==> config.mk <==
export PLATFORM = sky130hd
export DESIGN_NAME = gts_norm
export DESIGN_NICKNAME = d
export VERILOG_FILES = /design/src/rtl/gts_pkg.sv /design/src/rtl/gts_norm.sv
export SDC_FILE = /design/constraint.sdc
export NUM_CORES = 2
export LEC_CHECK = 0
export BUFFER_PORTS_ARGS = -buffer_cell sky130_fd_sc_hd__buf_2
export CORE_MARGIN = 1.5
export CORE_UTILIZATION = 60
export CTS_BUF_LIST = sky130_fd_sc_hd__clkbuf_4 sky130_fd_sc_hd__clkbuf_8 sky130_fd_sc_hd__clkbuf_16
export CTS_CLUSTER_DIAMETER = 40
export DETAILED_ROUTE_END_ITERATION = 10
export GPL_TIMING_DRIVEN = 0
export PLACE_DENSITY = 0.8
export SETUP_SLACK_MARGIN = 0.1
export SYNTH_ARGS = -nofsm -noshare
export SYNTH_HDL_FRONTEND = slang
export SYNTH_SLANG_ARGS = --single-unit
==> constraint.sdc <==
create_clock -name clk -period 13.65 [get_ports clk]
set_clock_uncertainty 0.15 [all_clocks]
set_input_delay 2.0475 -clock clk [delete_from_list [all_inputs] [get_ports clk]]
set_output_delay 2.0475 -clock clk [all_outputs]
set_load 0.02 [all_outputs]
==> src/rtl/gts_pkg.sv <==
// Shared constants and types for the geodesic triangle subdivider.
package gts_pkg;

  localparam int unsigned COORD_WIDTH_DEF = 16;
  localparam int unsigned NUM_TRI         = 4;
  localparam int unsigned NUM_MID         = 3;

  typedef enum logic [5:0] {
    NS_IDLE = 6'b000001,
    NS_SUM  = 6'b000010,
    NS_MUL  = 6'b000100,
    NS_LEN  = 6'b001000,
    NS_SRCH = 6'b010000,
    NS_HAND = 6'b100000
  } norm_state_t;

  typedef struct packed {
    logic [1:0] count;
    logic       full;
  } queue_stat_t;

endpackage

==> src/rtl/gts_norm.sv <==
// Midpoint unit: sums each edge and projects it to unit length, one bit a step.
module gts_norm #(
  parameter int unsigned W = gts_pkg::COORD_WIDTH_DEF
) (
  input  logic                   clk,
  input  logic                   rst_n,
  input  logic                   q_valid,
  output logic                   q_ready,
  input  logic [2:0][2:0][W-1:0] q_tri,
  output logic                   nv_valid,
  input  logic                   nv_ready,
  output logic [5:0][2:0][W-1:0] nv_vtx
);

  localparam int unsigned F  = W - 2;
  localparam int unsigned DW = 4 * W + 3;
  localparam int unsigned KW = $clog2(F + 1);

  gts_pkg::norm_state_t state_r, state_nxt;

  logic [2:0][2:0][W-1:0] tri_r;
  logic [2:0][2:0][W-1:0] mid_r;
  logic [1:0]             e_r;
  logic [KW-1:0]          k_r;
  logic signed [W:0]      s_r  [3];
  logic [2*W+1:0]         sq_r [3];
  logic signed [DW-1:0]   ls_r;
  logic signed [DW-1:0]   p_r  [3];
  logic signed [DW-1:0]   qs_r [3];
  logic signed [DW-1:0]   t_r  [3];
  logic [F:0]             cur_r [3];

  logic [2:0][W-1:0]      u_v, v_v;
  logic [W:0]             s_abs [3];
  logic signed [DW-1:0]   len;
  logic signed [DW-1:0]   pt    [3];
  logic signed [DW-1:0]   qs_up [3];
  logic [F:0]             cur_new [3];
  logic                   take  [3];
  logic [F:0]             bit_k;
  logic [W-1:0]           res   [3];

  // edge a joins p and q, b joins q and r, c joins p and r
  always_comb begin
    unique case (e_r)
      2'd0:    begin u_v = tri_r[0]; v_v = tri_r[1]; end
      2'd1:    begin u_v = tri_r[1]; v_v = tri_r[2]; end
      default: begin u_v = tri_r[0]; v_v = tri_r[2]; end
    endcase
  end

  assign bit_k = (F + 1)'(1) << k_r;
  assign len   = DW'(sq_r[0]) + DW'(sq_r[1]) + DW'(sq_r[2]);

  always_comb begin
    for (int i = 0; i < 3; i++) begin
      s_abs[i]   = s_r[i][W] ? (W + 1)'(-s_r[i]) : (W + 1)'(s_r[i]);
      pt[i]      = p_r[i] + qs_r[i] + ls_r;
      take[i]    = !cur_r[i][F] && (pt[i] <= t_r[i]);
      qs_up[i]   = take[i] ? qs_r[i] + (ls_r <<< 1) : qs_r[i];
      cur_new[i] = take[i] ? (cur_r[i] | bit_k) : cur_r[i];
      if (s_r[i] == '0) begin
        res[i] = '0;
      end else if (s_r[i][W]) begin
        res[i] = W'(-$signed({1'b0, cur_new[i]}));
      end else begin
        res[i] = W'(cur_new[i]);
      end
    end
  end

  always_comb begin
    state_nxt = state_r;
    unique case (state_r)
      gts_pkg::NS_IDLE: if (q_valid) state_nxt = gts_pkg::NS_SUM;
      gts_pkg::NS_SUM:  state_nxt = gts_pkg::NS_MUL;
      gts_pkg::NS_MUL:  state_nxt = gts_pkg::NS_LEN;
      gts_pkg::NS_LEN:  state_nxt = gts_pkg::NS_SRCH;
      gts_pkg::NS_SRCH: begin
        if (k_r == '0) begin
          state_nxt = (e_r == 2'd2) ? gts_pkg::NS_HAND : gts_pkg::NS_SUM;
        end
      end
      gts_pkg::NS_HAND: if (nv_ready) state_nxt = gts_pkg::NS_IDLE;
      default:          state_nxt = gts_pkg::NS_IDLE;
    endcase
  end

  assign q_ready  = (state_r == gts_pkg::NS_IDLE);
  assign nv_valid = (state_r == gts_pkg::NS_HAND);
  assign nv_vtx   = {mid_r, tri_r};

  always_ff @(posedge clk) begin
    if (!rst_n) begin
      state_r <= gts_pkg::NS_IDLE;
    end else begin
      state_r <= state_nxt;
    end
  end

  always_ff @(posedge clk) begin
    unique case (state_r)
      gts_pkg::NS_IDLE: begin
        tri_r <= q_tri;
        e_r   <= 2'd0;
      end
      gts_pkg::NS_SUM: begin
        for (int i = 0; i < 3; i++) begin
          s_r[i] <= $signed({u_v[i][W-1], u_v[i]}) + $signed({v_v[i][W-1], v_v[i]});
        end
      end
      gts_pkg::NS_MUL: begin
        for (int i = 0; i < 3; i++) begin
          sq_r[i] <= s_abs[i] * s_abs[i];
        end
      end
      gts_pkg::NS_LEN: begin
        // trial terms are kept pre-shifted for the current bit
        ls_r <= len <<< (2 * F + 2);
        k_r  <= KW'(F);
        for (int i = 0; i < 3; i++) begin
          p_r[i]   <= len;
          qs_r[i]  <= -(len <<< (F + 2));
          t_r[i]   <= DW'(sq_r[i]) <<< (2 * F + 2);
          cur_r[i] <= '0;
        end
      end
      gts_pkg::NS_SRCH: begin
        ls_r <= ls_r >>> 2;
        k_r  <= k_r - KW'(1);
        for (int i = 0; i < 3; i++) begin
          if (take[i]) p_r[i] <= pt[i];
          qs_r[i]  <= qs_up[i] >>> 1;
          cur_r[i] <= cur_new[i];
        end
        if (k_r == '0) begin
          for (int i = 0; i < 3; i++) begin
            mid_r[e_r][i] <= res[i];
          end
          e_r <= e_r + 2'd1;
        end
      end
      gts_pkg::NS_HAND: begin
      end
      default: begin
      end
    endcase
  end

endmodule

==> flow_summary_export.csv <==
group,metric,value,unit
clock_network,cts-buffers-inserted,178,
clock_network,cts_sinks,1062,
critical_path,crit_arrival,13.85,ns
status,violations,"max-capacitance violations, max-slew violations",
logic_synthesis,synth_area,0.0986,mm²
critical_path,rr_startpoint,"ls_r[2]",
timing,worstMarginPinSlew,1.62,ns
timing,fin_ws,0.237,ns
floorplanning,die_h,408,µm
timing,hold_violations,0,
critical_path,setup.worst_path.start,"ls_r[2]",
cells_and_area,final_cell_mix,"inv_1, edfxtp_1, ha_1",
routing,drtAntennaViolNets,0,
timing,drv_slew,42,
cells_and_area,drive_gt1_share,9.45,%
floorplanning,fp.dieW,408,µm
logic_synthesis,synth_area_leader_cell,"edfxtp_1",
routing,num_vias,82100,
cells_and_area,regArea,0.0318,mm²
floorplanning,io_pins,438,
cells_and_area,area_delta_synth_final,12.0,%
place,hpwl,275,mm
clock_network,htreeDepth,4,
routing,finalWirelength,345,mm
critical_path,crit_path_end,"nv_vtx[200]",
global_routing,grt_pass1_wl,505,mm
timing,max_freq,0.0746,GHz
critical_path,reg2reg_slack,0.24,ns
critical_path,path_class,"reg2reg",
routing,dr.first_iter.drc_count,9090,
routing,wl_per_cell,26.8,µm
global_routing,antenna_found_initial,18,
floorplanning,rows,148,
floorplanning,core,0.163,mm²
clock_network,clock_latency,0.85,ns
cells_and_area,layout_commonest_cell,"inv_1",
global_routing,gr-total-overflow,0,
logic_synthesis,synth-seq-cells,1062,
floorplanning,start_util,60.5,%
timing,finalSetupViolCount,0,
logic_synthesis,ys.flop_type,"edfxtp_1",
logic_synthesis,synthDistinctLibCells,97,
timing,finalCritPeriodShare,98.3,%
status,outcome,"complete, but fails checks",
clock_network,tritoncts,"built",
logic_synthesis,yosysWarnings,0,
routing,firstDrtPassIters,6,
clock_network,clk_path_buf_depth,3,
cells_and_area,final_area,0.110,mm²
cells_and_area,nFillCells,12600,
timing,period_minus_slack,13.41,ns
logic_synthesis,synth_area_per_cell,9.98,µm²
cells_and_area,multi_input_area,0.0616,mm²
place,place_area,0.104,mm²
min_path,hold_path_class,"reg2reg",
critical_path,crit_slowest_cell,"nor4_1",
critical_path,worstReg2RegEnd,"nv_vtx[200]",
clock_network,clk_pin_slew,0.06,ns
logic_synthesis,synthTopCellsByArea,"edfxtp_1, fa_1, ha_1",
place,io_buffers,437,
critical_path,critPathMaxFanout,10,
global_routing,grt_max_degree,99,
critical_path,reg2reg_depth,36,
critical_path,cp-start-kind,"flop",
logic_synthesis,syn_inst,9880,
place,gp_congestion,1.06,
logic_synthesis,synth_async_sr_flop_share,0,%
floorplanning,die-area,0.167,mm²
logic_synthesis,synth_top_area_share,32.2,%
job,max-cap-violations,6,
routing,drc,0,
global_routing,grtUsageTotal,40.8,%
critical_path,crit_path_end_kind,"flop",
clock_network,ctsRootBufferMaster,"clkbuf_16",
timing,rsz0062_at_grt,"false",
logic_synthesis,ys_seq_area_share,32.3,%
global_routing,grt_pass1_vias,81200,
logic_synthesis,synth_edf_count,1056,
place,place_ws,-1.08,ns
critical_path,required,14.09,ns
critical_path,slowest_delay,0.70,ns
timing,slew_headroom,-9.08,%
cells_and_area,nets,12400,
routing,vias_per_cell,6.37,
-- how the worst min path moves through the flow --
stage | depth (start not counted) | startpoint | to
after floorplan | 0 | sq_r[0][101] | t_r[0][101]
after global placement | 0 | sq_r[0][101] | t_r[0][101]
after detailed placement | 0 | sq_r[0][70] | t_r[0][70]
after CTS | 0 | sq_r[0][70] | t_r[0][70]
after global routing | 0 | sq_r[0][101] | t_r[0][101]
final | 0 | sq_r[0][101] | t_r[0][101]
-- sequential cells by signal, indices dropped and copies added (netlist names), 4 cells and up --
signal / cells
sq_r: 99
qs_r: 201
s_r: 51
t_r: 99
p_r: 201
state_r: 6
cur_r: 45
ls_r: 66
k_r: 4
nv_vtx: 288
-- through the flow --
| stage | TNS (ns) | hold WS, ns | instances | utilization, % |
|---|---|---|---|---|
| 3_5_place_dp | -58.24 | 0.293 | 12500 | 63.9 |
| 4_1_cts | 0 | 0.307 | 12900 | 67.7 |
| 3_3_place_gp | -1329.79 | 0.286 | 12500 | 63.6 |
| 6_report | 0 | 0.308 | 12900 | 67.8 |
| 5_1_grt | 0 | 0.327 | 12900 | 67.8 |
| 2_1_floorplan | 0 | 0.276 | 9911 | - |
-- routing by layer --
metal | share of wire [%] | vias up | global-route usage (%)
met2 | 44 | 4835 | 63.3
met4 | 8.5 | 8 | 28.7
met5 | 0.028 | - | 0
met3 | 11 | 1152 | 9.17
met1 | 36 | 40000 | 50.5
li1 | - | 36100 | -
-- cell type report --
type                       count  area share (%)
tap                         2175            2.46
sequential                  1062            28.8
multi-input combinational   7392            55.7
inverter                    1166            3.97
clock inverter               137            1.37
clock buffer                 195            4.20
buffer                       291            1.03
antenna                       10          0.0227
timing repair buffer         462            2.40
-- cells by family after synthesis --
family,Yosys count,synth area share (%)
and+or+nand+nor,2545,12.1
AOI/OAI and AO/OA,2336,15.0
muxes,155,1.70
xor gates and xnor gates,614,5.45
buffers and inverters,1457,5.59
DFF,1062,32.3
adders and majority gates,1709,27.9
other,2,0.00762
-- cells in the mapped netlist, types with 18 or more instances --
cell type	count
a211o_1	20
o211ai_1	52
xnor2_1	397
o31ai_1	52
mux2i_1	56
o2111ai_1	23
nand4_1	92
o22ai_1	56
o21bai_1	99
nand2_1	843
nor4_1	45
a31oi_1	89
xor2_1	217
ha_1	892
mux2_2	99
clkinv_1	21
buf_2	24
o21ai_0	476
and3_1	95
a21o_1	335
a211oi_1	57
nor2b_1	66
o221ai_1	18
nand3_1	163
or2_2	31
nand2b_1	67
nor3_1	120
a21oi_1	707
or3_1	56
a31o_2	20
fa_1	817
nor2_1	708
clkbuf_1	248
o31a_1	18
edfxtp_1	1056
a21boi_0	27
and2_1	167
o21a_1	89
o21ai_1	25
inv_1	1142
-- what timing repair did --
action,4_1_cts,5_1_grt
resized for setup,5,8
cloned,0,0
pin swaps,1,1
buffers inserted,2,1
hold buffers,0,0
endpoints found under the setup margin,229,71
-- critical path: cells and delay by family (launching register included) --
family	cells	cell delay (ns)
buf+inv	2	1.12
xor+xnor	2	0.55
flops	1	0.61
fa+ha+maj	4	1.45
simple gates	13	4.28
compound gates	15	4.95
Power is left out: the tool's default activity adds up to more than one toggle a clock period on the data nets, which glitch-free logic cannot reach.
