## src/rtl/gts_pkg.sv

```systemverilog
// Shared constants and types for the geodesic triangle subdivider.
package gts_pkg;

  localparam int unsigned COORD_WIDTH_DEF = 16;
  localparam int unsigned NUM_TRI         = 4;
  localparam int unsigned NUM_MID         = 3;

  typedef enum logic [5:0] {
    NS_IDLE = 6'b000001,
    NS_SUM  = 6'b000010,
    NS_MUL  = 6'b000100,
    NS_LEN  = 6'b001000,
    NS_SRCH = 6'b010000,
    NS_HAND = 6'b100000
  } norm_state_t;

  typedef struct packed {
    logic [1:0] count;
    logic       full;
  } queue_stat_t;

endpackage

```

## src/rtl/gts_if.sv

```systemverilog
// Input and result channel interfaces of the subdivider.
interface gts_in_if #(parameter int unsigned W = gts_pkg::COORD_WIDTH_DEF);
  logic         valid;
  logic         ready;
  logic [W-1:0] p_x, p_y, p_z, q_x, q_y, q_z, r_x, r_y, r_z;
  modport source (output valid, p_x, p_y, p_z, q_x, q_y, q_z, r_x, r_y, r_z,
                  input ready);
  modport sink (input valid, p_x, p_y, p_z, q_x, q_y, q_z, r_x, r_y, r_z,
                output ready);
endinterface


```

## src/rtl/gts_front.sv

```systemverilog
// Input stage: takes triangles and holds them in a two-entry queue.
module gts_front #(
  parameter int unsigned W = gts_pkg::COORD_WIDTH_DEF
) (
  input  logic                      clk,
  input  logic                      rst_n,
  gts_in_if.sink                    in_ch,
  output logic                      q_valid,
  input  logic                      q_ready,
  output logic [2:0][2:0][W-1:0]    q_tri,
  output gts_pkg::queue_stat_t      q_stat
);

  logic [2:0][2:0][W-1:0] mem_r [2];
  logic [2:0][2:0][W-1:0] wr_tri;
  logic       wr_ptr_r, wr_ptr_nxt, rd_ptr_r, rd_ptr_nxt;
  logic [1:0] count_r, count_nxt;
  logic       push, pop;

  assign wr_tri[0][0] = in_ch.p_x;
  assign wr_tri[0][1] = in_ch.p_y;
  assign wr_tri[0][2] = in_ch.p_z;
  assign wr_tri[1][0] = in_ch.q_x;
  assign wr_tri[1][1] = in_ch.q_y;
  assign wr_tri[1][2] = in_ch.q_z;
  assign wr_tri[2][0] = in_ch.r_x;
  assign wr_tri[2][1] = in_ch.r_y;
  assign wr_tri[2][2] = in_ch.r_z;

  assign in_ch.ready = (count_r != 2'd2);
  assign push        = in_ch.valid & in_ch.ready;
  assign q_valid     = (count_r != 2'd0);
  assign pop         = q_valid & q_ready;
  assign q_tri       = mem_r[rd_ptr_r];

  assign q_stat.count = count_r;
  assign q_stat.full  = (count_r == 2'd2);

  always_comb begin
    wr_ptr_nxt = push ? ~wr_ptr_r : wr_ptr_r;
    rd_ptr_nxt = pop ? ~rd_ptr_r : rd_ptr_r;
    count_nxt  = count_r + {1'b0, push} - {1'b0, pop};
  end

  always_ff @(posedge clk) begin
    if (!rst_n) begin
      wr_ptr_r <= 1'b0;
      rd_ptr_r <= 1'b0;
      count_r  <= 2'd0;
    end else begin
      wr_ptr_r <= wr_ptr_nxt;
      rd_ptr_r <= rd_ptr_nxt;
      count_r  <= count_nxt;
    end
  end

  always_ff @(posedge clk) begin
    if (push) begin
      mem_r[wr_ptr_r] <= wr_tri;
    end
  end

endmodule

```

## src/flat_wrapper.sv

```systemverilog
// flat-port wrapper written by rule: the top's interface ports become plain ports
module gts_front_flat 
#(
  parameter int unsigned W = gts_pkg::COORD_WIDTH_DEF
)
  (clk, rst_n, q_valid, q_ready, q_tri, q_stat, in_ch_valid, in_ch_p_x, in_ch_p_y, in_ch_p_z, in_ch_q_x, in_ch_q_y, in_ch_q_z, in_ch_r_x, in_ch_r_y, in_ch_r_z, in_ch_ready);
  gts_in_if #(.W(W)) in_ch_i ();
  input  logic clk;
  input  logic rst_n;
  output logic q_valid;
  input  logic q_ready;
  output logic [2:0][2:0][W-1:0] q_tri;
  output gts_pkg::queue_stat_t q_stat;
  input wire logic [$bits(in_ch_i.valid)-1:0] in_ch_valid;
  input wire logic [$bits(in_ch_i.p_x)-1:0] in_ch_p_x;
  input wire logic [$bits(in_ch_i.p_y)-1:0] in_ch_p_y;
  input wire logic [$bits(in_ch_i.p_z)-1:0] in_ch_p_z;
  input wire logic [$bits(in_ch_i.q_x)-1:0] in_ch_q_x;
  input wire logic [$bits(in_ch_i.q_y)-1:0] in_ch_q_y;
  input wire logic [$bits(in_ch_i.q_z)-1:0] in_ch_q_z;
  input wire logic [$bits(in_ch_i.r_x)-1:0] in_ch_r_x;
  input wire logic [$bits(in_ch_i.r_y)-1:0] in_ch_r_y;
  input wire logic [$bits(in_ch_i.r_z)-1:0] in_ch_r_z;
  output wire logic [$bits(in_ch_i.ready)-1:0] in_ch_ready;
  assign in_ch_i.valid = in_ch_valid;
  assign in_ch_i.p_x = in_ch_p_x;
  assign in_ch_i.p_y = in_ch_p_y;
  assign in_ch_i.p_z = in_ch_p_z;
  assign in_ch_i.q_x = in_ch_q_x;
  assign in_ch_i.q_y = in_ch_q_y;
  assign in_ch_i.q_z = in_ch_q_z;
  assign in_ch_i.r_x = in_ch_r_x;
  assign in_ch_i.r_y = in_ch_r_y;
  assign in_ch_i.r_z = in_ch_r_z;
  assign in_ch_ready = in_ch_i.ready;
  gts_front #(.W(W)) u_core (.clk(clk), .rst_n(rst_n), .in_ch(in_ch_i), .q_valid(q_valid), .q_ready(q_ready), .q_tri(q_tri), .q_stat(q_stat));
endmodule
```

## config.mk

```make
export PLATFORM = sky130hd
export DESIGN_NAME = gts_front_flat
export DESIGN_NICKNAME = d
export VERILOG_FILES = /design/src/rtl/gts_pkg.sv /design/src/rtl/gts_if.sv /design/src/rtl/gts_front.sv /design/src/flat_wrapper.sv
export SDC_FILE = /design/constraint.sdc
export NUM_CORES = 1
export LEC_CHECK = 0
export ABC_AREA = 1
export BUFFER_PORTS_ARGS = -buffer_cell sky130_fd_sc_hd__clkbuf_2
export CORE_ASPECT_RATIO = 0.7
export CORE_UTILIZATION = 40
export DETAILED_ROUTE_END_ITERATION = 7
export GPL_TIMING_DRIVEN = 0
export MAX_ROUTING_LAYER = met4
export PLACE_DENSITY = 0.62
export SETUP_SLACK_MARGIN = 0.05
export SLEW_MARGIN = 20
export SYNTH_ARGS = -nofsm -noshare
export SYNTH_HDL_FRONTEND = slang
export SYNTH_SLANG_ARGS = --single-unit
export TNS_END_PERCENT = 50
```

## constraint.sdc

```tcl
create_clock -name clk -period 17.5 [get_ports clk]
set_clock_uncertainty 0.15 [all_clocks]
set_input_delay 3.5 -clock clk [delete_from_list [all_inputs] [get_ports clk]]
set_output_delay 3.5 -clock clk [all_outputs]
set_load 0.05 [all_outputs]
```

==> results, run 1 <==
- The clock network burns 25.5% of the power.
- Once the floorplan was initialized, standard cells occupied 40.7% of the core.
- The final total negative setup slack is 0 ns.
- The detailed-route vias per instance is 4.61.
- The top achievable clock speed is 177 MHz.
- Setup repair after global routing left no endpoint under its margin.
- The region available for standard cell placement spans 26,700 um^2.
- The synthesized netlist cell count is 486.
- The iteration-0 DRC count of the detailed router is 206.
- The hold buffer count at CTS is 0.
- The class of the tightest hold or removal check is reg2reg.
- The worst setup path is launched from a flop.
- The number of setup violations in the final report is 0.
- Cell internal power was estimated by the tool at roughly 1500 uW.
- For the worst-skew pair, the clock arrives at the later sink with an insertion delay of 0.54 ns.
- The worst-case headroom to the max-slew limit is 61.6%.
- Gates resized during post-CTS repair numbered 0.
- Entering global routing, the biggest net connects 78 pins.
- Along the worst path, the maximum fanout reaches 10.
- The share of total power dissipated in combinational logic is 35.2%.
- The number of antenna violations at the first check in global routing is 1.
- The sequential share of power is 39.3%.
- The required time at the worst-slack endpoint is 13.85 ns.
- The floorplan die width is between 150 and 200 um.
- The root buffer cell chosen for the clock tree is clkbuf_16.
- Pin placement for this block handled 297 I/O pins.
- The leakage component of the power is around 0.0054 uW.
- Leaving out fill and tap cells, the most frequent cells in the layout are 296 x clkbuf_2, 288 x edfxtp_1, 84 x mux2_2, 60 x mux2_4, 29 x clkbuf_16.
- During synthesis, Yosys emitted a total of 0 warnings.
- The post-synthesis to final-layout area growth is 27.8%.
- After global routing the overflow that remains totals 0.
- The sequential share of the synthesized area is 80.5%.
- The clock passes through at most 3 buffers.
- Measured along the y axis, the die boundary spans 140 um.
- The post-route antenna net violation count is 0.
- The proportion of layout cells with a drive suffix above 1 is 59.7%.
- The worst setup path is of the reg2out kind.
- The endpoint class of the critical path is an output pin.
- Summed over all nets, the half-perimeter wirelength after detailed placement is 14,600 um.
- The routed via count is 5,566.
- The completed layout was analyzed and its total power is between 2000 and 2500 uW.
- Subtracting the final worst setup slack from the clock period gives 5.66 ns.
- After floorplanning, the core was divided into 50 placement rows.
- The run finished with clean final reports.
- For this run, the detailed router's first-pass iteration total came to 4.
- The routed wirelength normalized by instance count is between 15 and 20 um.
- Counting the buffers created by CTS gives 29.
- Once the clock tree was built, the setup fixing pass inserted 0 buffers.
- The maximum resistive drop on vdd is ~0.14 mV.
- The layout filler cell count is between 2,000 and 2,500.
- The transition time at the pin with the least slew margin is 0.575 ns.
- The post-route fraction of the period consumed by the critical path is 32.3%.
- The slack of the critical path is approximately 12 ns.
- The post-CTS clock slew at the launch and capture registers of the worst setup and hold paths is ~0.060 ns.
- The wire length of the first global-routing pass is between 30,000 and 40,000 um.
- The weighted congestion reported at the end of routability-driven placement is a little under 0.7.
- The analysis attributes to net switching a power of 854 uW.
- The number of global-route vias before repair is 5,646.
- Port buffering added 296 buffers.
- The CTS H-tree depth is 1.
- Global routing used between 10% and 20% of the available tracks.
- When the netlist entered floorplanning its net count stood at ~640.
- The synthesized netlist occupies a cell area of 10,900 um^2.
- At the worst endpoint, the arrival time is 2.01 ns.
- After detailed routing, the total wire length is 21,200 um.
- The DRC violation count after routing is 0.
- The final count of pins violating max slew is 0.
- The library cell used most frequently in the layout, excluding fill and tap cells, is clkbuf_2.
- The worst slack at placement is 12.11 ns.
- CTS saw 293 sinks.
- The power density of the placed cells is about 170 nW/um^2.
- The post-synthesis register bit count is around 290.
- The die covers 27,900 um^2.
- The number of max-cap violations is 0.
- The TritonCTS clock tree is yes.
- The fraction of power spent switching nets is 36.6%.
- The net count reported at finish is 970.
- Synthesis instantiated 12 different standard cells from the library.
- The average instance in the mapped netlist occupies 22.4 um^2.
- The count of endpoints failing hold in the final timing report is 0.
==> stage by stage <==
stage          std cells  hold WS [ns]  area (um^2)  utilization (%)
4_1_cts             1206         0.373        13900             52.0
2_1_floorplan        486         0.317        10900                -
3_5_place_dp        1153         0.349        13000             48.6
6_report            1207         0.384        13900             52.0
5_1_grt             1207         0.436        13900             52.0
3_3_place_gp        1146         0.335        12800             48.0
==> power by group through the flow <==
stage / logic (uW) / registers, uW / clock network (uW)
6_report: 822 / 917 / 594
5_1_grt: 862 / 926 / 637
4_1_cts: 833 / 918 / 612
3_5_place_dp: 831 / 933 / 0
3_3_place_gp: 804 / 968 / 0
2_1_floorplan: 625 / 956 / 0
==> synth_stat cells, drive strengths merged <==
cell,n,area (um^2)
nand2,9,33.8
ha,2,25.0
a21oi,2,10.0
edfxtp,288,8650
buf,16,130
dfxtp,5,100
nor2,8,30.0
mux2,144,1850
inv,9,33.8
nand3,3,15.0
==> worst paths after layout <==
path	start	endpoint	slack, ns	cells after the start
worst max-delay path	flop	q_tri[88]	11.84	5
worst min-delay path	u_core.rd_ptr_r	u_core.rd_ptr_r	0.38	2
worst max register to register	u_core.count_r[0]	u_core.mem_r[0][93]	15.08	7
worst min register to register	u_core.rd_ptr_r	u_core.rd_ptr_r	0.38	2
==> kinds of logic (layout without fill, tap and decap cells) <==
| group | Yosys count | count (layout) | share of synthesized area, % |
|---|---|---|---|
| flops | 293 | 293 | 80.5 |
| mux | 144 | 144 | 17.0 |
| compound gates | 2 | 2 | 0.0921 |
| buf+inv | 25 | 381 | 1.51 |
| simple gates | 20 | 20 | 0.725 |
| other cells | 0 | 1 | 0 |
| fa+ha+maj | 2 | 2 | 0.230 |
==> per-layer routing <==
layer / share of wire [%] / GRT usage [%] / up-vias
met5: 0 / - / -
met4: 1.9 / 3.52 / 0
met3: 9.2 / 5.95 / 35
met2: 45 / 23.0 / 189
met1: 44 / 19.6 / 2749
li1: - / - / 2593
==> worst max-delay path: stages (launching register included) <==
cell	delay [ns]
dfxtp_1	0.32
buf_6	0.16
buf_6	0.20
buf_6	0.20
mux2_4	0.31
clkbuf_2	0.26
==> final cells by class <==
class | instances | area (um^2) | share of cell area (%)
buffer | 16 | 130 | 0.936
clock buffer | 35 | 748 | 5.38
clock inverter | 18 | 159 | 1.14
multi-input combinational | 168 | 1970 | 14.2
inverter | 9 | 41.3 | 0.297
tap | 364 | 455 | 3.28
timing repair buffer | 303 | 1640 | 11.8
antenna | 1 | 2.50 | 0.0180
sequential | 293 | 8750 | 63.0
==> flip-flops by register name, summed over array words and instances, names as in the netlist, named ones only <==
register and cells:
u_core.wr_ptr_r 1, u_core.rd_ptr_r 1, u_core.mem_r 288, u_core.count_r 2
Note: power is estimated with default switching activity, not from simulation.
==> run 2, diff against run 1 <==
Clock period 17.5 ns to 5.82 ns, I/O delays scaled along.
==> run 2 against run 1 <==
Effect of this change:
- global-route usage barely moved
- hold slack got worse by 0.023 ns
- power rose to 3.0 times the previous value
- count of clock-buffer cells in the layout fell by 1
- final cell count fell by 0.17%
- combinational power rose to 3.0 times the previous value
- sequential share of layout area fell by 0.15 points
- core utilization rose by 0.13 points
- design area rose by 0.24%
- clock power rose to 3.1 times the previous value
- routed wire length fell by 0.18%
- critical path type unchanged
- largest cell class unchanged
- largest power group unchanged
==> results, run 2 (synthesized netlist as in run 1, its figures left out) <==
- The run finished with clean final reports.
- Relative to the synthesized area, the layout overhead comes to 28.1%.
- The first-pass iteration count of the detailed router is 4 (unchanged).
- The cell-internal power is 4500 uW (+200%).
- The post-route fraction of the period consumed by the critical path is 57.2%.
- The maximum resistive drop on vdd came to 0.344 mV (+140%).
- The fraction of power spent switching nets is 36.4% (-0.27 points).
- The layout filler cell count is 2,212 (+0.045%).
- The count of endpoints failing hold in the final timing report is 0 (unchanged).
- The residual overflow from global routing was 0 (unchanged).
- The iteration-0 DRC count of the detailed router was 197 (-4.4%).
- The net count reported at finish is 970 (unchanged).
- STA classifies the critical path startpoint as a flop.
- Leaving out fill and tap cells, the most frequent cells in the layout are 296 x clkbuf_2, 288 x edfxtp_1, 84 x mux2_2, 60 x mux2_4, 29 x clkbuf_16.
- The buffer and inverter count on the worst path is 4 (unchanged).
- The DRC violation count after routing is 0 (unchanged).
- The boundary pin count came to 297 (unchanged).
- The number of max-cap violations was 0 (unchanged).
- The final total negative setup slack was 0 ns (unchanged).
- The later-pin clock latency in the skew report was 0.54 ns (about the same).
- The hold buffer count at CTS is 0 (unchanged).
- The maximum fanout encountered on the critical timing path is 10 (unchanged).
- The number of setup violations in the final report is 0 (unchanged).
- The library cell used most frequently in the layout, excluding fill and tap cells, is clkbuf_2.
- The CTS H-tree depth came to 1 (unchanged).
- The critical path is of the reg2out type.
- The post-CTS resize count is 0 (unchanged).
- The final count of pins violating max slew is 0 (unchanged).
- The largest buffer count on any clock path is 3 (unchanged).
- The data arrival at the endpoint of the critical path is 2.01 ns (about the same).
- The fraction of power consumed by combinational cells is 34.9% (-0.3 points).
- The floorplan die area is 27,900 um^2 (unchanged).
- The slack of the critical path is 2.49 ns (-9.35 ns).
- The detailed-route vias per instance is 4.61 (about the same).
- The antenna diode instance count is 0 (-1).
- The net load switching power is 2570 uW (+200%).
- The post-CTS clock slew at the launch and capture registers of the worst setup and hold paths is 0.06 ns (about the same).
- The count of buffers inserted at the top-level ports came to 296 (unchanged).
- The path class of the tightest hold or removal check is reg2reg.
- The power density of the placed cells is 507 nW/um^2 (+200%).
- The flip-flop count of the largest register after layout is 288 (unchanged).
- The sequential share of power came to 39.0% (-0.3 points).
- The cell with the largest stage delay on the worst path is dfxtp_1.
- The multi-input logic area is 1970 um^2 (unchanged).
- The wire length of the first global-routing pass is 31,300 um (about the same).
- The required time at the worst-slack endpoint was 4.51 ns (-9.34 ns).
- The estimated wirelength of the detail-placed design is 14,500 um (-1.0%).
- The weighted congestion reported at the end of routability-driven placement is 0.728 (+5.0%).
- The number of antenna violations at the first check in global routing was 0 (-1).
- The total design power is 7070 uW (+200%).
- The clock network fraction of design power was 26.0% (+0.5 points).
- The core area is 26,700 um^2 (unchanged).
- The transition time at the pin with the least slew margin is 0.650 ns (+0.0747 ns).
- The post-CTS setup buffer count came to 0 (unchanged).
- The proportion of layout cells with a drive suffix above 1 is 60.3% (+0.55 points).
- Setup repair after global routing left no endpoint under its margin.
- The TritonCTS clock tree is yes.
- The largest registers in the layout are u_core.mem_r x288, u_core.count_r x2.
- The floorplan row count is 50 (unchanged).
- The worst-case headroom to the max-slew limit is 56.6% (-5.0 points).
- The worst setup path is captured at an output pin.
- In this design, the largest share of critical-path delay is due to buffers and inverters.
- The leakage component of the power is 0.00543 uW (+0.38%).
- The routed via count is 5,552 (-0.25%).
- The signal on the critical path passes through buf_6 -> buf_6 -> buf_6 -> mux2_4 -> clkbuf_2.
- The tree is rooted in a clkbuf_16.
- The initial cell density of the core is 40.7% (unchanged).
- The most numerous cell on the critical path is buf_6.
- The number of global-route vias before repair is 5,644 (-0.035%).
- The pin count of the biggest net entering global routing is 74 (-5.1%).
- The total global-route track usage is 15.3% (about the same).
- The total CTS buffers is 29 (unchanged).
- The post-route antenna net violation count is 0 (unchanged).
- The floorplan die width came to 199 um (unchanged).
- The count of clock tree sinks is 293 (unchanged).
- The clock period minus worst slack is 3.33 ns.
- The worst slack at placement was 2.72 ns (-9.39 ns).
- Ranked by flip-flop count, first place goes to u_core.mem_r.
- The overall die height is 140 um (unchanged).
- The wire length after detailed routing came to 21,200 um (-0.18%).
- The top achievable clock speed is 300 MHz.
- The worst hold slack came to 0.361 ns (-0.0227 ns).
- The routed wirelength normalized by instance count was 17.6 um (about the same).
- The flip-flop and latch area is 8750 um^2 (unchanged).
- The peak per-stage delay on the critical path came to 0.32 ns (about the same).
run 2: changes by cell type in the layout (fill, tap and decap cells not counted), sizes merged:
cell	delta
bufinv	+1
clkbuf	-1
clkinv	-2
diode	-1
inv	+1
run 2: layer usage:
metal	global-route usage (%)	part of all wire [%]	vias to the layer above
li1	-	-	2594
met1	19.2	43	2739
met2	22.8	45	196
met3	7.08	11	23
met4	2.87	1.2	0
met5	-	0	-
run 2: final timing paths:
kind	slack, ns	depth (start not counted)	from	end
max	2.49	5	flop	q_tri[142]
min	0.36	2	u_core.rd_ptr_r	u_core.rd_ptr_r
max reg2reg	3.36	7	u_core.count_r[0]	u_core.mem_r[0][93]
min reg2reg	0.36	2	u_core.rd_ptr_r	u_core.rd_ptr_r
run 2: worst reg2reg max path, delay by kind of cell (launching register included):
kind / cells / cell delay, ns
and+or+nand+nor: 3 / 0.85
buffers and inverters: 4 / 0.79
DFF: 1 / 0.36
run 2: power groups by stage:
stage	logic (uW)	registers, uW	clock network, uW
after floorplan	1880	2850	0
after global placement	2420	2870	0
after detailed placement	2500	2800	0
after CTS	2500	2760	1910
after global routing	2590	2780	1980
final	2470	2760	1840
run 2: cell type report:
type                            count  area share [%]
Buffer                             16           0.934
Clock buffer                       34            5.34
Clock inverter                     18            1.43
Inverter                            9           0.296
Multi-Input combinational cell    168            14.1
Sequential cell                   293            62.8
Tap cell                          364            3.27
Timing Repair Buffer              303            11.8
run 2: metrics by stage:
stage	instances	cell area [um^2]	utilization (%)
after floorplan	486	10900	-
after global placement	1146	12800	48.0
after detailed placement	1153	13000	48.6
after CTS	1205	13900	52.1
after global routing	1205	13900	52.1
final	1205	13900	52.1
