## src/rtl/gts_pkg.sv

```systemverilog
// Shared constants and types for the geodesic triangle subdivider.
package gts_pkg;

  localparam int unsigned COORD_WIDTH_DEF = 16;
  localparam int unsigned NUM_TRI         = 4;
  localparam int unsigned NUM_MID         = 3;

  typedef enum logic [5:0] {
    NS_IDLE = 6'b000001,
    NS_SUM  = 6'b000010,
    NS_MUL  = 6'b000100,
    NS_LEN  = 6'b001000,
    NS_SRCH = 6'b010000,
    NS_HAND = 6'b100000
  } norm_state_t;

  typedef struct packed {
    logic [1:0] count;
    logic       full;
  } queue_stat_t;

endpackage

```

## src/rtl/gts_if.sv

```systemverilog


interface gts_out_if #(parameter int unsigned W = gts_pkg::COORD_WIDTH_DEF);
  logic         valid;
  logic         ready;
  logic [W-1:0] out_p_x, out_p_y, out_p_z, out_q_x, out_q_y, out_q_z;
  logic [W-1:0] out_r_x, out_r_y, out_r_z;
  logic         last_of_four;
  modport source (output valid, out_p_x, out_p_y, out_p_z, out_q_x, out_q_y, out_q_z,
                  out_r_x, out_r_y, out_r_z, last_of_four, input ready);
  modport sink (input valid, out_p_x, out_p_y, out_p_z, out_q_x, out_q_y, out_q_z,
                out_r_x, out_r_y, out_r_z, last_of_four, output ready);
endinterface

```

## src/rtl/gts_emit.sv

```systemverilog
// Output stage: holds one subdivided triangle set and sends its four triangles.
module gts_emit #(
  parameter int unsigned W = gts_pkg::COORD_WIDTH_DEF
) (
  input  logic                   clk,
  input  logic                   rst_n,
  input  logic                   nv_valid,
  output logic                   nv_ready,
  input  logic [5:0][2:0][W-1:0] nv_vtx,
  gts_out_if.source              out_ch
);

  localparam int unsigned VP = 0, VQ = 1, VR = 2, VA = 3, VB = 4, VC = 5;

  logic [5:0][2:0][W-1:0] vtx_r;
  logic                   busy_r, busy_nxt;
  logic [1:0]             cnt_r, cnt_nxt;
  logic                   fire, last, load;
  logic [2:0][W-1:0]      o0, o1, o2;

  assign fire     = out_ch.valid & out_ch.ready;
  assign last     = (cnt_r == 2'(gts_pkg::NUM_TRI - 1));
  assign nv_ready = !busy_r || (fire && last);
  assign load     = nv_valid & nv_ready;

  always_comb begin
    busy_nxt = busy_r;
    cnt_nxt  = cnt_r;
    if (fire) begin
      cnt_nxt = cnt_r + 2'd1;
      if (last) busy_nxt = 1'b0;
    end
    if (load) begin
      busy_nxt = 1'b1;
      cnt_nxt  = 2'd0;
    end
  end

  always_ff @(posedge clk) begin
    if (!rst_n) begin
      busy_r <= 1'b0;
      cnt_r  <= 2'd0;
    end else begin
      busy_r <= busy_nxt;
      cnt_r  <= cnt_nxt;
    end
  end

  always_ff @(posedge clk) begin
    if (load) vtx_r <= nv_vtx;
  end

  always_comb begin
    unique case (cnt_r)
      2'd0:    begin o0 = vtx_r[VP]; o1 = vtx_r[VA]; o2 = vtx_r[VC]; end
      2'd1:    begin o0 = vtx_r[VQ]; o1 = vtx_r[VB]; o2 = vtx_r[VA]; end
      2'd2:    begin o0 = vtx_r[VR]; o1 = vtx_r[VC]; o2 = vtx_r[VB]; end
      default: begin o0 = vtx_r[VA]; o1 = vtx_r[VB]; o2 = vtx_r[VC]; end
    endcase
  end

  assign out_ch.valid        = busy_r;
  assign out_ch.last_of_four = last;
  assign out_ch.out_p_x = o0[0];
  assign out_ch.out_p_y = o0[1];
  assign out_ch.out_p_z = o0[2];
  assign out_ch.out_q_x = o1[0];
  assign out_ch.out_q_y = o1[1];
  assign out_ch.out_q_z = o1[2];
  assign out_ch.out_r_x = o2[0];
  assign out_ch.out_r_y = o2[1];
  assign out_ch.out_r_z = o2[2];

endmodule

```

## src/flat_wrapper.sv

```systemverilog
// flat-port wrapper written by rule: the top's interface ports become plain ports
module gts_emit_flat 
#(
  parameter int unsigned W = gts_pkg::COORD_WIDTH_DEF
)
  (clk, rst_n, nv_valid, nv_ready, nv_vtx, out_ch_valid, out_ch_out_p_x, out_ch_out_p_y, out_ch_out_p_z, out_ch_out_q_x, out_ch_out_q_y, out_ch_out_q_z, out_ch_out_r_x, out_ch_out_r_y, out_ch_out_r_z, out_ch_last_of_four, out_ch_ready);
  gts_out_if #(.W(W)) out_ch_i ();
  input  logic clk;
  input  logic rst_n;
  input  logic nv_valid;
  output logic nv_ready;
  input  logic [5:0][2:0][W-1:0] nv_vtx;
  output wire logic [$bits(out_ch_i.valid)-1:0] out_ch_valid;
  output wire logic [$bits(out_ch_i.out_p_x)-1:0] out_ch_out_p_x;
  output wire logic [$bits(out_ch_i.out_p_y)-1:0] out_ch_out_p_y;
  output wire logic [$bits(out_ch_i.out_p_z)-1:0] out_ch_out_p_z;
  output wire logic [$bits(out_ch_i.out_q_x)-1:0] out_ch_out_q_x;
  output wire logic [$bits(out_ch_i.out_q_y)-1:0] out_ch_out_q_y;
  output wire logic [$bits(out_ch_i.out_q_z)-1:0] out_ch_out_q_z;
  output wire logic [$bits(out_ch_i.out_r_x)-1:0] out_ch_out_r_x;
  output wire logic [$bits(out_ch_i.out_r_y)-1:0] out_ch_out_r_y;
  output wire logic [$bits(out_ch_i.out_r_z)-1:0] out_ch_out_r_z;
  output wire logic [$bits(out_ch_i.last_of_four)-1:0] out_ch_last_of_four;
  input wire logic [$bits(out_ch_i.ready)-1:0] out_ch_ready;
  assign out_ch_valid = out_ch_i.valid;
  assign out_ch_out_p_x = out_ch_i.out_p_x;
  assign out_ch_out_p_y = out_ch_i.out_p_y;
  assign out_ch_out_p_z = out_ch_i.out_p_z;
  assign out_ch_out_q_x = out_ch_i.out_q_x;
  assign out_ch_out_q_y = out_ch_i.out_q_y;
  assign out_ch_out_q_z = out_ch_i.out_q_z;
  assign out_ch_out_r_x = out_ch_i.out_r_x;
  assign out_ch_out_r_y = out_ch_i.out_r_y;
  assign out_ch_out_r_z = out_ch_i.out_r_z;
  assign out_ch_last_of_four = out_ch_i.last_of_four;
  assign out_ch_i.ready = out_ch_ready;
  gts_emit #(.W(W)) u_core (.clk(clk), .rst_n(rst_n), .nv_valid(nv_valid), .nv_ready(nv_ready), .nv_vtx(nv_vtx), .out_ch(out_ch_i));
endmodule
```

## config.mk

```make
export PLATFORM = sky130hd
export DESIGN_NAME = gts_emit_flat
export DESIGN_NICKNAME = d
export VERILOG_FILES = /design/src/rtl/gts_pkg.sv /design/src/rtl/gts_if.sv /design/src/rtl/gts_emit.sv /design/src/flat_wrapper.sv
export SDC_FILE = /design/constraint.sdc
export NUM_CORES = 1
export LEC_CHECK = 0
export BUFFER_PORTS_ARGS = -buffer_cell sky130_fd_sc_hd__buf_2
export CORE_UTILIZATION = 35
export CTS_CLUSTER_SIZE = 12
export DETAILED_ROUTE_END_ITERATION = 6
export PLACE_DENSITY_LB_ADDON = 0.08
export SKIP_LAST_GASP = 1
export SYNTH_ARGS = -nofsm -noshare
export SYNTH_HDL_FRONTEND = slang
export SYNTH_SLANG_ARGS = --single-unit
```

## constraint.sdc

```tcl
create_clock -name clk -period 14.4 [get_ports clk]
set_input_delay 0.72 -clock clk [delete_from_list [all_inputs] [get_ports clk]]
set_output_delay 0.72 -clock clk [all_outputs]
set_load 0.1 [all_outputs]
```

==> qor.tcl, run 1 <==
set qor(outcome) {finished with violations}
set qor(violations_in_the_final_reports) {design-rule violations}
set qor(worst_r2r_endpoint) {u_core.vtx_r[221]}
set qor(rows) 67
set qor(timing.slew.headroom) 0.286
set qor(cts.repair_timing.setup_buffer_count) 0
set qor(finalHoldViolations) 0
set qor(detail_route.wl_per_cell_um) 21.5
set qor(yosys_warnings) 0
set qor(clockBufferDepth) 3
set qor(final-instance-count-excl-fill) 1663
set qor(synth.net_count) 1049
set qor(drt.antenna.violating_nets) 0
set qor(buffer_ports.inserted) 438
set qor(antenna_found_initial) 12
set qor(syn2layout_area_growth_pct) 30.8
set qor(worstRegToRegCells) 5
set qor(dieWidth_um) 186
set qor(crit_type) {register to primary output}
set qor(placeableCoreArea_sq_mm) 0.0334
set qor(post-route-worst-setup-slack_ns) 9.93
set qor(setup_tns_ns) 0
set qor(placedCellCount) 1589
set qor(ys_top_cells_by_area) {sky130_fd_sc_hd__edfxtp_1, sky130_fd_sc_hd__a222oi_1, sky130_fd_sc_hd__mux2i_1}
set qor(dp_hpwl_um) 23800
set qor(global_route.overflow_total) 0
set qor(critical_path.max_fanout) 58
set qor(cts_repair_resize_count) 0
set qor(peakVddDrop_mv) 0.0944
set qor(nFillCells) 3078
set qor(cts_num_sinks) 291
set qor(regToRegStartpoint) {u_core.cnt_r[0]}
set qor(syn-instance-count) 753
set qor(place_congestion) 0.832
set qor(clk_latency_ns) 0.50
set qor(worst-endpoint-arrival_ns) 3.75
set qor(setup_viol) 0
set qor(sequential_to_total_area_share_from_yosys_stat) 0.732
set qor(worst-endpoint-required_ns) 13.68
set qor(achievable-frequency_mhz) 224
set qor(cts_inserted_buffers) 36
set qor(fp.dieArea_sq_mm) 0.0347
set qor(synth_area_sq_mm) 0.0119
set qor(maximum_number_of_pins_on_one_net_before_global_route_repair) 83
set qor(remaining_drc_errors) 2
set qor(synth_area_leader_cell) {sky130_fd_sc_hd__edfxtp_1}
set qor(drtPass1Iterations) 7
set qor(drive_gt1_frac) 0.415
set qor(reg2reg_setup_slack_ns) 10.60
set qor(setup_repair_after_global_routing_missed_its_margin) {no}
set qor(power.share.combinational) 0.195
set qor(clk_pin_slew_worst_paths_ns) 0.06
set qor(pre_cts_slack_ns) 10.30
set qor(fin_crit_ns) 4.47
set qor(proportion_of_power_drawn_by_the_clock_network) 0.364
set qor(cts_tree) {done}
set qor(hold-path-cell-count) 1
set qor(cell_internal_pwr_uw) 1580
set qor(p_sw_frac) 0.311
set qor(timing.max_cap.violations) 0
set qor(num-nets-final) 1475
set qor(net-switching-power_uw) 712
set qor(synth_edf_count) 288
set qor(synth_top_cell_area_share) 0.727
set qor(synth-async-reset-ratio) 0
set qor(clock-root-buffer) {sky130_fd_sc_hd__clkbuf_16}
set qor(post_route_wl_um) 35800
set qor(h-tree-depth) 2
set qor(cp-end-kind) {primary output}
set qor(p_seq_frac) 0.442
set qor(ys_dominant_reg_cell) {sky130_fd_sc_hd__edfxtp_1}
set qor(holdCritStartpoint) {nv_vtx[123]}
set qor(slew_viol_final) 0
set qor(finalCritPeriodShare) 0.311
set qor(tightestPinTransition_ns) 1.07
set qor(fin_worst_skew_ns) 0.0138
set qor(grt_pass1_wl_um) 52200
set qor(timing.hold.worst.class) {input port to register}
set qor(initial_core_utilization) 0.356
set qor(critPathLaunchType) {register}
set qor(p_leak_uw) 0.00629
set qor(detailroute.via_count) 8448
set qor(number_of_flip_flops_and_latches_in_the_synthesized_netlist) 291
set qor(yosysUniqueCellTypes) 22
set qor(via_per_inst) 5.08
set qor(number_of_global_route_vias_before_repair) 8523
set qor(power_uw) 2290
set qor(initialDrtViolationCount) 511
set qor(io_pins) 439
set qor(postSynthAreaPerCell_sq_um) 15.8
set qor(worstHoldEndpoint) {u_core.vtx_r[123]}
set qor(die_h_um) 186
set qor(cts_hold_buffers) 0
set qor(power-per-cell-area_mw_per_mm2) 147
set qor(grt_util_all_layers) 0.199
[area by class of cell]
cell class	count	area, sq um	share of cell area
Multi-Input combinational cell	350	2710	0.174
Tap cell	448	561	0.0360
Sequential cell	291	8710	0.560
Clock inverter	18	113	0.00724
Timing Repair Buffer	448	2270	0.146
Clock buffer	47	985	0.0633
Inverter	52	195	0.0125
Antenna cell	9	22.5	0.00145
[layout by cell type (no fill, tap or decap), types with 38 or more instances in the layout]
cell / instances
sky130_fd_sc_hd__nor2_1: 48
sky130_fd_sc_hd__mux2i_1: 48
sky130_fd_sc_hd__a21oi_1: 49
sky130_fd_sc_hd__a22oi_1: 48
sky130_fd_sc_hd__clkbuf_16: 38
sky130_fd_sc_hd__a22o_1: 48
sky130_fd_sc_hd__edfxtp_1: 288
sky130_fd_sc_hd__inv_1: 52
sky130_fd_sc_hd__a21o_1: 48
sky130_fd_sc_hd__a222oi_1: 48
sky130_fd_sc_hd__buf_2: 438
[state kept, by name (all words and copies together) (netlist names)]
name                 cells
u_core.vtx_r           288
u_core.cnt_r             2
u_core.out_ch.valid      1
[worst max path at each step]
stage	startpoint	endpoint	slack, ns	cells after the start
after floorplan	u_core.cnt_r[0]	u_core.vtx_r[0]	5.16	4
after detailed placement	out_ch_ready	u_core.vtx_r[138]	10.30	5
after CTS	u_core.cnt_r[0]	out_ch_out_p_x[8]	9.90	7
after global routing	u_core.cnt_r[0]	out_ch_out_r_z[1]	9.71	7
after global placement	out_ch_ready	u_core.vtx_r[113]	10.32	5
final	u_core.cnt_r[0]	out_ch_out_p_x[4]	9.93	7
[stage by stage]
stage / instance area, sq um / hold WS [ns] / utilization
final: 15600 / 0.377 / 0.465
after global routing: 15600 / 0.355 / 0.465
after CTS: 15500 / 0.357 / 0.464
after detailed placement: 14400 / 0.547 / 0.432
after global placement: 14400 / 0.545 / 0.432
after floorplan: 11900 / 0.578 / -
[synthesized netlist by cell type, drive strengths merged, types with 4 or more instances]
cell type / number
edfxtp: 288
inv: 52
a21oi: 49
nor2: 49
a21o: 48
a222oi: 48
a22o: 48
a22oi: 48
mux2i: 48
buf: 46
clkbuf: 14
ha: 4
[power by group through the flow]
stage | Combinational [uW] | Sequential [uW] | Clock, uW
after floorplan | 347 | 1040 | 0
after global placement | 447 | 1030 | 0
after detailed placement | 448 | 1030 | 0
after CTS | 448 | 1010 | 857
after global routing | 463 | 1010 | 891
final | 445 | 1010 | 832
[worst max-delay path, cell delays in order (launching register included)]
cell and delay [ns]:
sky130_fd_sc_hd__dfxtp_1 0.39, sky130_fd_sc_hd__inv_1 0.19, sky130_fd_sc_hd__ha_4 0.49, sky130_fd_sc_hd__buf_4 0.59
sky130_fd_sc_hd__buf_4 0.66, sky130_fd_sc_hd__a222oi_1 0.17, sky130_fd_sc_hd__mux2i_1 0.20, sky130_fd_sc_hd__buf_2 0.45
[routing by layer]
| layer | wire length (um) | track usage | part of all wire | up-vias |
|---|---|---|---|---|
| li1 | - | - | - | 3888 |
| met1 | 13800 | 0.229 | 0.39 | 4117 |
| met2 | 18000 | 0.344 | 0.50 | 378 |
| met3 | 3000 | 0.0632 | 0.084 | 59 |
| met4 | 932 | 0.0776 | 0.026 | 6 |
| met5 | 30 | 0 | 0.00084 | - |
[logic make-up after synthesis]
logic type	count (synthesis)	share of synthesized area
AO/OA/AOI/OAI	246	0.161
adder cells (fa/ha/maj)	4	0.00421
buffers and inverters	112	0.0453
AND/OR/NAND/NOR	52	0.0172
multiplexers	48	0.0404
flip-flops	291	0.732
Power figures use the tool's default switching activity.
==> run 2, diff against run 1 <==
==> constraint.sdc (replaced) <==
create_clock -name clk -period 4.2 [get_ports clk]
set_input_delay 0.21 -clock clk [delete_from_list [all_inputs] [get_ports clk]]
set_output_delay 0.21 -clock clk [all_outputs]
set_load 0.1 [all_outputs]
==> qor.tcl, run 2 (synthesized netlist as in run 1, its figures left out) <==
set qor(outcome) {finished with violations}
set qor(violations_in_the_final_reports) {design-rule violations}
set qor(final-instance-count-excl-fill) 1956 ;# +18%
set qor(maximum_number_of_pins_on_one_net_before_global_route_repair) 73 ;# -12%
set qor(io_pins) 439 ;# unchanged
set qor(clk_pin_slew_worst_paths_ns) 0.06 ;# about the same
set qor(crit_chain) {inv_1 -> ha_4 -> buf_4 -> a222oi_1 -> mux2i_1 -> buf_2}
set qor(buffer_ports.inserted) 438 ;# unchanged
set qor(remaining_drc_errors) 1 ;# -1
set qor(setup_tns_ns) 0 ;# unchanged
set qor(largest_register_ff_count) 288 ;# unchanged
set qor(dieWidth_um) 186 ;# unchanged
set qor(clockBufferDepth) 3 ;# unchanged
set qor(drive_gt1_frac) 0.340 ;# -0.0751
set qor(timing.max_cap.violations) 0 ;# unchanged
set qor(clock-root-buffer) {sky130_fd_sc_hd__clkbuf_16}
set qor(post_route_wl_um) 39400 ;# +9.9%
set qor(layout_commonest_cell) {sky130_fd_sc_hd__buf_2}
set qor(finalHoldViolations) 0 ;# unchanged
set qor(drtPass1Iterations) 7 ;# unchanged
set qor(number_of_global_route_vias_before_repair) 10400 ;# +22%
set qor(detailroute.via_count) 9619 ;# +14%
set qor(via_per_inst) 4.92 ;# -3.2%
set qor(place_congestion) 0.805 ;# -3.2%
set qor(critical_path.max_stage_delay_ns) 0.75 ;# +0.09 ns
set qor(achievable-frequency_mhz) 295
set qor(worst_path_max_delay_cell) {sky130_fd_sc_hd__ha_4}
set qor(drt.antenna.violating_nets) 0 ;# unchanged
set qor(global_route.overflow_total) 0 ;# unchanged
set qor(power-per-cell-area_mw_per_mm2) 434 ;# +190%
set qor(cts_num_sinks) 291 ;# unchanged
set qor(cts_repair_resize_count) 0 ;# unchanged
set qor(peakVddDrop_mv) 0.359 ;# +280%
set qor(clk_latency_ns) 0.51 ;# about the same
set qor(setup_repair_after_global_routing_missed_its_margin) {no}
set qor(max_flop_register) {u_core.vtx_r}
set qor(h-tree-depth) 2 ;# unchanged
set qor(grt_util_all_layers) 0.224 ;# +0.0246
set qor(multiInputGateArea_sq_mm) 0.00271 ;# +0.23%
set qor(sequential_cell_area_sq_mm) 0.00871 ;# unchanged
set qor(num-nets-final) 1774 ;# +20%
set qor(final_cell_mix) {sky130_fd_sc_hd__buf_2, sky130_fd_sc_hd__dlygate4sd3_1, sky130_fd_sc_hd__edfxtp_1}
set qor(die_h_um) 186 ;# unchanged
set qor(finalCritPeriodShare) 0.806
set qor(cts.repair_timing.setup_buffer_count) 0 ;# unchanged
set qor(timing.slew.headroom) 0.422 ;# +0.137
set qor(p_leak_uw) 0.00755 ;# +20%
set qor(cp-end-kind) {primary output}
set qor(syn2layout_area_growth_pct) 55.9
set qor(placedCellCount) 1597 ;# +0.50%
set qor(cts_tree) {done}
set qor(rows) 67 ;# unchanged
set qor(fin_crit_ns) 3.39
set qor(antenna_found_initial) 2 ;# -10
set qor(power_uw) 8040 ;# +250%
set qor(fp.dieArea_sq_mm) 0.0347 ;# unchanged
set qor(slew_viol_final) 0 ;# unchanged
set qor(worst-endpoint-arrival_ns) 3.18 ;# -0.57 ns
set qor(placeableCoreArea_sq_mm) 0.0334 ;# unchanged
set qor(cts_inserted_buffers) 36 ;# unchanged
set qor(nFillCells) 2827 ;# -8.2%
set qor(worst-endpoint-required_ns) 3.99 ;# -9.69 ns
set qor(cts_hold_buffers) 291 ;# +291
set qor(critPathLaunchType) {register}
set qor(fin_worst_skew_ns) 0.0189 ;# +0.00507 ns
set qor(crit_type) {register to primary output}
set qor(dp_hpwl_um) 25300 ;# +6.3%
set qor(timing.hold.worst.class) {input port to register}
set qor(setup_viol) 0 ;# unchanged
set qor(grt_pass1_wl_um) 59500 ;# +14%
set qor(initial_core_utilization) 0.356 ;# unchanged
set qor(tightestPinTransition_ns) 0.866 ;# -0.205 ns
set qor(critical_path.max_fanout) 57 ;# -1.7%
set qor(detail_route.wl_per_cell_um) 20.1 ;# -6.6%
set qor(initialDrtViolationCount) 680 ;# +33%
run 2: path summary, 6_finish.rpt:
path,from,to,slack (ns),cells after the start
setup / recovery,u_core.cnt_r[0],out_ch_out_p_x[2],0.81,6
hold / removal,out_ch_ready,u_core.cnt_r[1],0.04,3
setup reg to reg,u_core.cnt_r[0],u_core.vtx_r[164],1.48,4
hold reg to reg,u_core.out_ch.valid,u_core.cnt_r[1],0.57,2
run 2: worst max-delay path: cells and delay by family, from the launching register on:
family / cells / cell delay [ns]
buf+inv: 3 / 1.18
compound gates: 1 / 0.16
fa+ha+maj: 1 / 0.75
mux: 1 / 0.17
flops: 1 / 0.38
run 2: power by group:
part | switching, uW | internal [uW]
clock | 1160 | 1630
sequential | 80.0 | 3390
combinational | 1290 | 488
total | 2530 | 5510
run 2: layout make-up:
type,count,share of cell area
multi-input cells,350,0.146
flip-flops and latches,291,0.470
diodes,3,0.000405
well taps,448,0.0302
repair buffers,747,0.286
inverters,52,0.0105
clock inverters,13,0.00398
clock buffers,52,0.0530
run 2: routing by layer:
layer  track usage  routed length (um)  vias to the layer above
met5             0                   0                        -
met4        0.0868                1320                        0
met3        0.0572                2920                       82
met2         0.390               19400                      453
met1         0.264               15700                     4596
li1              -                   -                     4488
run 2: per-stage QoR:
step | util | worst slack [ns] | cell area, sq um | hold slack, ns
after floorplan | - | 0.185 | 11900 | 0.309
after global placement | 0.436 | 1.37 | 14600 | 0.386
after detailed placement | 0.436 | 1.31 | 14600 | 0.388
after CTS | 0.554 | 0.751 | 18500 | 0.00981
after global routing | 0.554 | 0.639 | 18500 | 0.0306
final | 0.554 | 0.813 | 18500 | 0.0372
